--- config.mk ---
export PLATFORM = sky130hd
export DESIGN_NAME = round_robin_scheduler
export DESIGN_NICKNAME = d
export VERILOG_FILES = /design/src/hdl/rrs_pkg.sv /design/src/hdl/round_robin_scheduler.sv /design/src/hdl/rrs_ready_queue.sv /design/src/hdl/rrs_sched.sv
export SDC_FILE = /design/constraint.sdc
export NUM_CORES = 1
export LEC_CHECK = 0
export BUFFER_PORTS_ARGS = -buffer_cell sky130_fd_sc_hd__buf_2
export CORE_AREA = 2 2 109 111
export DETAILED_ROUTE_END_ITERATION = 8
export DIE_AREA = 0 0 111 113
export PLACE_DENSITY = 0.86
export SETUP_SLACK_MARGIN = 0.4
export SYNTH_ARGS = -nofsm -noshare
export SYNTH_HDL_FRONTEND = slang
export SYNTH_HIERARCHICAL = 1
export SYNTH_SLANG_ARGS = --single-unit
--- constraint.sdc ---
create_clock -name clock -period 4.94 [get_ports clock]
set_input_delay 0.494 -clock clock [delete_from_list [all_inputs] [get_ports clock]]
set_output_delay 0.494 -clock clock [all_outputs]
set_load 0.05 [all_outputs]
--- src/hdl/rrs_pkg.sv ---
// Shared widths, codes and bundle types for the round-robin scheduler.
`timescale 1ns / 1ps

package rrs_pkg;

   localparam int ID_W          = 3;
   localparam int NUM_IDS       = 2 ** ID_W;
   localparam int SVC_W         = 8;
   localparam int QUANTUM_W     = 8;
   localparam int SLICE_W       = 8;
   localparam int DEF_NUM_JOBS  = 8;
   localparam logic [QUANTUM_W-1:0] DEF_QUANTUM = 8'd2;
   localparam logic [SLICE_W-1:0]   SLICE_MAX   = '1;
   localparam int REQ_DATA_W    = 16;
   localparam int RSP_DATA_W    = 8;

   typedef enum logic {
      REQ_ARRIVE = 1'b0,
      REQ_TICK   = 1'b1
   } req_kind_type;

   typedef struct packed {
      logic            push;
      logic            pop;
      logic [ID_W-1:0] push_id;
   } q_ctrl_type;

   typedef struct packed {
      logic            empty;
      logic            full;
      logic [ID_W-1:0] head_id;
   } q_stat_type;

   typedef struct packed {
      logic            busy;
      logic [ID_W-1:0] job;
      logic            done;
   } result_type;

endpackage

--- src/hdl/round_robin_scheduler.sv ---
// Top level of the round-robin job scheduler with a time quantum.
`timescale 1ns / 1ps
//
// Usage:
//   req_* beats carry either a job arrival (req_tuser low: job id and service
//   time in req_tdata) or one time tick (req_tuser high, req_tdata ignored).
//   Arrivals with zero service time, an id of NUM_JOBS or more, or a full
//   ready queue are dropped. Arrivals produce no rsp beat.
//   Every tick produces exactly one rsp beat: rsp_tuser high when a job ran,
//   with its id and a done flag in rsp_tdata; low and zero data when idle.
//   csr_* writes the quantum; write it only while the block is idle.
// Timing:
//   One beat is accepted per cycle while req_tready is high. A tick's result
//   appears on rsp_* the cycle after acceptance, from a single output
//   register; the whole decision is one pass of logic off the state
//   registers and the ready queue's registered head read.
// Reset and stalls:
//   Reset empties the queue, stops any running job and sets quantum to 2.
//   While a result waits and rsp_tready is low, req_tready drops; it stays
//   high whenever the output register is empty or being drained.

module round_robin_scheduler
   import rrs_pkg::*;
#(
   parameter int NUM_JOBS = DEF_NUM_JOBS
) (
   input  logic                  clock,
   input  logic                  reset,
   // req_tdata: [2:0] arriving_job, [10:3] service_time, [15:11] zero
   input  logic                  req_tvalid,
   output logic                  req_tready,
   input  logic [REQ_DATA_W-1:0] req_tdata,
   // req_tuser: [0] req_type
   input  logic                  req_tuser,
   output logic                  rsp_tvalid,
   input  logic                  rsp_tready,
   // rsp_tdata: [2:0] served_job, [3] job_done, [7:4] zero
   output logic [RSP_DATA_W-1:0] rsp_tdata,
   // rsp_tuser: [0] busy_res
   output logic                  rsp_tuser,
   input  logic                  csr_valid,
   output logic                  csr_ready,
   input  logic [QUANTUM_W-1:0]  csr_data
);

   logic [QUANTUM_W-1:0] quantum_ff;
   logic                 rsp_valid_ff, rsp_valid_in;
   result_type           rsp_res_ff;
   logic                 fire;
   logic                 res_valid;
   result_type           result;
   q_ctrl_type           q_ctrl;
   q_stat_type           q_stat;

   // Take a beat whenever the output register is free or emptying.
   assign req_tready = !rsp_valid_ff || rsp_tready;
   assign fire       = req_tvalid && req_tready;
   assign csr_ready  = 1'b1;

   always_ff @(posedge clock) begin
      if (reset) begin
         quantum_ff <= DEF_QUANTUM;
      end else if (csr_valid && csr_ready) begin
         quantum_ff <= csr_data;
      end
   end

   rrs_ready_queue #(
      .NUM_JOBS (NUM_JOBS)
   ) u_queue (
      .clock (clock),
      .reset (reset),
      .ctrl  (q_ctrl),
      .stat  (q_stat)
   );

   rrs_sched #(
      .NUM_JOBS (NUM_JOBS)
   ) u_sched (
      .clock        (clock),
      .reset        (reset),
      .fire         (fire),
      .kind         (req_kind_type'(req_tuser)),
      .arriving_job (req_tdata[ID_W-1:0]),
      .service_time (req_tdata[ID_W+SVC_W-1:ID_W]),
      .quantum      (quantum_ff),
      .q_stat       (q_stat),
      .q_ctrl       (q_ctrl),
      .res_valid    (res_valid),
      .result       (result)
   );

   // Load a new result on a tick; drop the held one once taken.
   always_comb begin
      rsp_valid_in = rsp_valid_ff;
      if (res_valid) begin
         rsp_valid_in = 1'b1;
      end else if (rsp_tready) begin
         rsp_valid_in = 1'b0;
      end
   end

   always_ff @(posedge clock) begin
      if (reset) begin
         rsp_valid_ff <= 1'b0;
      end else begin
         rsp_valid_ff <= rsp_valid_in;
      end
   end

   always_ff @(posedge clock) begin
      if (res_valid) begin
         rsp_res_ff <= result;
      end
   end

   assign rsp_tvalid = rsp_valid_ff;
   assign rsp_tuser  = rsp_res_ff.busy;
   assign rsp_tdata  = {(RSP_DATA_W - ID_W - 1)'(0), rsp_res_ff.done, rsp_res_ff.job};

`ifndef ASSERT_OFF
   a_tick_gives_beat: assert property (@(posedge clock) disable iff (reset)
      (fire && req_tuser == REQ_TICK) |=> rsp_tvalid)
      else $error("tick accepted without a result beat");
   a_arrival_no_beat: assert property (@(posedge clock) disable iff (reset)
      (fire && req_tuser == REQ_ARRIVE && rsp_tready) |=> !rsp_tvalid)
      else $error("arrival produced a result beat");
   a_idle_is_zero: assert property (@(posedge clock) disable iff (reset)
      (rsp_tvalid && !rsp_tuser) |-> (rsp_tdata == '0))
      else $error("idle result carries data");
`endif

endmodule

--- src/hdl/rrs_ready_queue.sv ---
// Circular ready queue of job ids with a registered head read.
`timescale 1ns / 1ps

module rrs_ready_queue
   import rrs_pkg::*;
#(
   parameter int NUM_JOBS = DEF_NUM_JOBS
) (
   input  logic       clock,
   input  logic       reset,
   input  q_ctrl_type ctrl,
   output q_stat_type stat
);

   localparam int QW = $clog2(NUM_JOBS);
   localparam int CW = $clog2(NUM_JOBS + 1);

   logic [ID_W-1:0] mem [NUM_JOBS];
   logic [QW-1:0]   head_ff, head_in;
   logic [CW-1:0]   count_ff, count_in;
   logic [ID_W-1:0] head_id_ff;
   logic [QW:0]     tail_sum;
   logic [QW-1:0]   tail;
   logic [QW-1:0]   head_inc;

   // Tail slot is head + count, wrapped once.
   assign tail_sum = (QW + 1)'(head_ff) + (QW + 1)'(count_ff);
   assign tail     = (tail_sum >= (QW + 1)'(NUM_JOBS)) ?
                     QW'(tail_sum - (QW + 1)'(NUM_JOBS)) : QW'(tail_sum);
   assign head_inc = (head_ff == QW'(NUM_JOBS - 1)) ? '0 : head_ff + 1'b1;

   always_comb begin
      head_in  = ctrl.pop ? head_inc : head_ff;
      count_in = count_ff;
      if (ctrl.push && !ctrl.pop) begin
         count_in = count_ff + 1'b1;
      end else if (ctrl.pop && !ctrl.push) begin
         count_in = count_ff - 1'b1;
      end
   end

   always_ff @(posedge clock) begin
      if (reset) begin
         head_ff  <= '0;
         count_ff <= '0;
      end else begin
         head_ff  <= head_in;
         count_ff <= count_in;
      end
   end

   // Write at the tail; read the slot that will be the head next cycle,
   // forwarding a write that lands there.
   always_ff @(posedge clock) begin
      if (ctrl.push) begin
         mem[tail] <= ctrl.push_id;
      end
      if (ctrl.push && tail == head_in) begin
         head_id_ff <= ctrl.push_id;
      end else begin
         head_id_ff <= mem[head_in];
      end
   end

   assign stat.empty   = (count_ff == '0);
   assign stat.full    = (count_ff == CW'(NUM_JOBS));
   assign stat.head_id = head_id_ff;

`ifndef ASSERT_OFF
   a_count_bound: assert property (@(posedge clock) disable iff (reset)
      count_ff <= CW'(NUM_JOBS))
      else $error("ready queue count beyond depth");
   a_no_overflow: assert property (@(posedge clock) disable iff (reset)
      (ctrl.push && !ctrl.pop) |-> !stat.full)
      else $error("push into full ready queue");
   a_no_underflow: assert property (@(posedge clock) disable iff (reset)
      ctrl.pop |-> !stat.empty)
      else $error("pop from empty ready queue");
`endif

endmodule

--- src/hdl/rrs_sched.sv ---
// Slice control: remaining times, running job and per-tick result.
`timescale 1ns / 1ps

module rrs_sched
   import rrs_pkg::*;
#(
   parameter int NUM_JOBS = DEF_NUM_JOBS
) (
   input  logic                 clock,
   input  logic                 reset,
   input  logic                 fire,
   input  req_kind_type         kind,
   input  logic [ID_W-1:0]      arriving_job,
   input  logic [SVC_W-1:0]     service_time,
   input  logic [QUANTUM_W-1:0] quantum,
   input  q_stat_type           q_stat,
   output q_ctrl_type           q_ctrl,
   output logic                 res_valid,
   output result_type           result
);

   logic [SVC_W-1:0]   rem_ff [NUM_IDS];
   logic [ID_W-1:0]    cur_job_ff, cur_job_in;
   logic               cur_valid_ff, cur_valid_in;
   logic [SLICE_W-1:0] slice_ff, slice_in;

   logic               tick, arrive_ok, boundary, idle_empty, run, requeue;
   logic [ID_W-1:0]    sel_job;
   logic [SVC_W-1:0]   rem_sel;

   assign tick       = fire && (kind == REQ_TICK);
   assign arrive_ok  = fire && (kind == REQ_ARRIVE) && (service_time != '0) &&
                       (32'(arriving_job) < NUM_JOBS) && !q_stat.full;
   assign boundary   = !cur_valid_ff || (slice_ff >= quantum);
   assign idle_empty = boundary && !cur_valid_ff && q_stat.empty;
   assign sel_job    = (boundary && !q_stat.empty) ? q_stat.head_id : cur_job_ff;
   assign rem_sel    = rem_ff[sel_job];
   assign run        = tick && !idle_empty && (rem_sel != '0);
   assign requeue    = tick && boundary && cur_valid_ff && !q_stat.empty;

   always_comb begin
      q_ctrl.pop     = tick && boundary && !q_stat.empty;
      q_ctrl.push    = arrive_ok || requeue;
      q_ctrl.push_id = requeue ? cur_job_ff : arriving_job;
   end

   always_comb begin
      cur_job_in   = cur_job_ff;
      cur_valid_in = cur_valid_ff;
      slice_in     = slice_ff;
      if (tick && !idle_empty) begin
         cur_job_in   = sel_job;
         cur_valid_in = run && (rem_sel != SVC_W'(1));
         if (!run) begin
            slice_in = '0;
         end else if (boundary) begin
            slice_in = SLICE_W'(1);
         end else if (slice_ff != SLICE_MAX) begin
            slice_in = slice_ff + 1'b1;
         end
      end
   end

   always_ff @(posedge clock) begin
      if (reset) begin
         cur_job_ff   <= '0;
         cur_valid_ff <= 1'b0;
         slice_ff     <= '0;
      end else begin
         cur_job_ff   <= cur_job_in;
         cur_valid_ff <= cur_valid_in;
         slice_ff     <= slice_in;
      end
   end

   always_ff @(posedge clock) begin
      if (arrive_ok) begin
         rem_ff[arriving_job] <= service_time;
      end else if (run) begin
         rem_ff[sel_job] <= rem_sel - 1'b1;
      end
   end

   assign res_valid   = tick;
   assign result.busy = run;
   assign result.job  = run ? sel_job : '0;
   assign result.done = run && (rem_sel == SVC_W'(1));

`ifndef ASSERT_OFF
   a_running_has_work: assert property (@(posedge clock) disable iff (reset)
      cur_valid_ff |-> (rem_ff[cur_job_ff] != '0))
      else $error("running job has no time left");
   a_done_drops_job: assert property (@(posedge clock) disable iff (reset)
      (tick && result.done) |=> !cur_valid_ff)
      else $error("finished job still marked running");
   a_slice_starts: assert property (@(posedge clock) disable iff (reset)
      (tick && run && boundary) |=> (slice_ff == SLICE_W'(1)))
      else $error("new slice did not start at one");
`endif

endmodule

==> metrics.txt <==
status=finished, final reports clean; Commonest cells post-synth=edfxtp_1 (93), nor2_1 (43), nand2_1 (40); CP endpoint kind=flip-flop; hold path startpoint=csr_data[1]; drt pass-1 iters=6; most area-hungry cell type in the Yosys netlist=edfxtp_1; final wirelength=15400 um; Distinct cells, synth=64; WL per Instance=21.8 um; Hold WC Path Type=in -> reg; syn avg cell area=12.4 sq um; Period minus WS final=4610 ps; FF-to-FF Start=quantum_ff[7]$_SDFFE_PP0P_; area of the die=12500 sq um; Tcrit/Tclk final=0.934; Syn. warnings=6; TritonCTS Buffers=17; residual DRC count=0; Primary FF master, synth=edfxtp_1; worst skew pair latency=410 ps; Root Buffer=clkbuf_16; Cells on Worst Hold Path=2; area of the core=11300 sq um; Hold-fix buffers, CTS=0; FF-to-FF End=u_sched/rem_ff[7][6]$_DFFE_PP_; sequential cell area=3410 sq um; Setup crit start kind=flip-flop; cell row count=39; power density over the cells=710 nW/um^2; Final Max Tran Viols=0; fill count=691; number of vias in the routed layout=4495; largest net degree at the start of global routing=27; Worst VDD drop=0.000432 V; Crit Path Class=reg -> reg; Clock power frac=0.226; CTS sink count=124; Pleak=2.74 nW; fraction of registers with async set/reset=0; reg2reg setup slack=330 ps; count leader, synth=edfxtp_1; worst r2r path cells=19; TritonCTS clock tree=built; worst setup margin=327 ps; Worst EP arrival=4750 ps; post-synthesis cell count=490; Initial Utilization=0.541; Global Route Usage Sum=0.223; switching fraction of total power=0.395; Area contributors post-synth=edfxtp_1 (46%), dfxtp_1 (10%), mux2i_1 (4.9%), ha_1 (3.5%), nor2_1 (2.6%); power share of the sequential group=0.268; DP Area=6430 sq um; maximum clock rate=0.217 GHz; first-pass GRT wire length=21600 um; Seq/Total Area, Yosys=0.560; RSZ-0062 raised after global routing=no; Post-synth EDFFs=93; Max Cap Viol=0; Hold Vio Cnt, Final=0; Iteration-0 DRC Markers=445; Layout Skew=10.5 ps; worst slew pin tran=576 ps; CP Max Fanout=8; Pint=0.00318 W; Netlist Area Pre-Place=6100 sq um; pre-CTS WS=55.2 ps; width of the die=111 um; Req. time, crit path=5080 ps; layout cell share with drive strength beyond 1=0.277; vias per std cell=6.34; chip height=113 um; Port Buffers=31; Switch Pwr=0.00208 W; I/O pins=42; n_diodes=0; Hold EP=quantum_ff[1]$_SDFFE_PP1P_; final instance area=7410 sq um; GPL Wtd Cong=0.935; area of the multi-input gates=2690 sq um; Area Overhead vs Synth=21.4%; power share of the combinational group=0.507; GR Overflow Total=0; antenna violations before repair=0; vias in the first global route=4350; nets@finish=602; Max clock buf depth=2; DPL Wire Length=8770 um; setup tns final=0 ps; count of final setup violators=0; Synth top area share=0.458; antenna-violating nets left=0; hold_ws=289 ps; Worst-path clk slew=50 ps; CTS H-tree depth=4; relative slew slack=0.613; number of register bits inferred by synthesis=124
power groups by stage:
stage          sequential, W  combinational [W]  clock (W)
6_report             0.00141            0.00266    0.00119
5_1_grt              0.00141            0.00278    0.00124
4_1_cts              0.00139            0.00222    0.00119
3_5_place_dp         0.00141            0.00201          0
3_3_place_gp         0.00140            0.00193          0
2_1_floorplan        0.00139            0.00153          0
placed cells by master, fill, tap and decap left out, types with 7 or more instances in the layout:
master and instances:
nor3_1 7, buf_2 31, nor2_1 42, inv_1 23
clkbuf_16 19, mux2i_1 27, nand3_1 8, dfxtp_1 30
nand2b_1 14, mux2_2 9, a21oi_1 18, buf_4 28
edfxtp_1 93, ha_1 16, nand2_1 39
registers in the layout (all words and copies together) (netlist names), named ones only:
name                  flops
u_sched/rem_ff           64
u_queue/mem              24
quantum_ff                8
u_sched/slice_ff          8
rsp_tdata                 4
u_queue/count_ff          4
u_queue/head_ff           3
u_sched/cur_job_ff        3
rsp_tuser                 1
rsp_tvalid                1
u_sched/cur_valid_ff      1
critical path, cell delays in order, from the launching register on:
cell       delay [ps]
dfxtp_1           330
inv_1              40
ha_1              300
and3_4            210
nand3b_1          150
o32ai_4           420
mux2i_4           430
buf_6             160
buf_4             150
mux2i_2           250
a22oi_1           140
a2bb2oi_2         190
ha_2              240
and2_4            160
a32oi_2           120
buf_4             200
o31ai_4           300
buf_6             190
nand2_1            60
o21ai_1           290
how the worst max path moves through the flow:
stage / to / slack, ps / from
CTS: u_sched/rem_ff[0][1]$_DFFE_PP_ / 410 / u_sched/slice_ff[0]$_SDFFE_PP0P_
global placement: u_sched/rem_ff[0][5]$_DFFE_PP_ / 210 / quantum_ff[7]$_SDFFE_PP0P_
detailed placement: u_sched/rem_ff[6][3]$_DFFE_PP_ / 60 / u_sched/slice_ff[0]$_SDFFE_PP0P_
finish: u_sched/rem_ff[7][6]$_DFFE_PP_ / 330 / quantum_ff[7]$_SDFFE_PP0P_
floorplan: u_sched/rem_ff[6][0]$_DFFE_PP_ / 330 / u_sched/slice_ff[0]$_SDFFE_PP0P_
global route: u_sched/rem_ff[1][6]$_DFFE_PP_ / 210 / quantum_ff[7]$_SDFFE_PP0P_
final cells by class:
cell class              count  area share
clock inverters             6     0.00405
clock buffers              26      0.0745
inverters                  23      0.0117
multi-input cells         322       0.364
well taps                 143      0.0242
repair buffers             65      0.0608
flip-flops and latches    124       0.461
layer usage:
metal / up-vias / track usage / part of all wire
met1: 2170 / 0.245 / 0.35
met3: 79 / 0.0557 / 0.083
met4: 0 / 0.132 / 0.050
met2: 287 / 0.396 / 0.51
met5: - / 0 / 0
li1: 1959 / - / -
kinds of logic after synthesis:
family / after synthesis / share of synthesized area
multiplexers: 54 / 0.119
XOR/XNOR: 10 / 0.0144
buffers and inverters: 47 / 0.0408
other: 2 / 0.00123
AO/OA/AOI/OAI: 80 / 0.0976
AND/OR/NAND/NOR: 154 / 0.126
flip-flops: 124 / 0.560
adder cells (fa/ha/maj): 19 / 0.0414
what timing repair did:
item,in CTS,in global routing
setup endpoints to repair,128,129
cloned,0,1
pin swaps,4,7
setup buffers,10,7
resized for setup,22,31
endpoints found under the hold margin,0,0
stage by stage:
step	power, W	cells	util
after detailed placement	0.00342	659	0.570
after global placement	0.00334	659	0.570
after floorplan	0.00293	493	-
after global routing	0.00544	709	0.657
after CTS	0.00481	701	0.640
final	0.00525	709	0.657
Note: power is estimated with default switching activity, not from simulation.
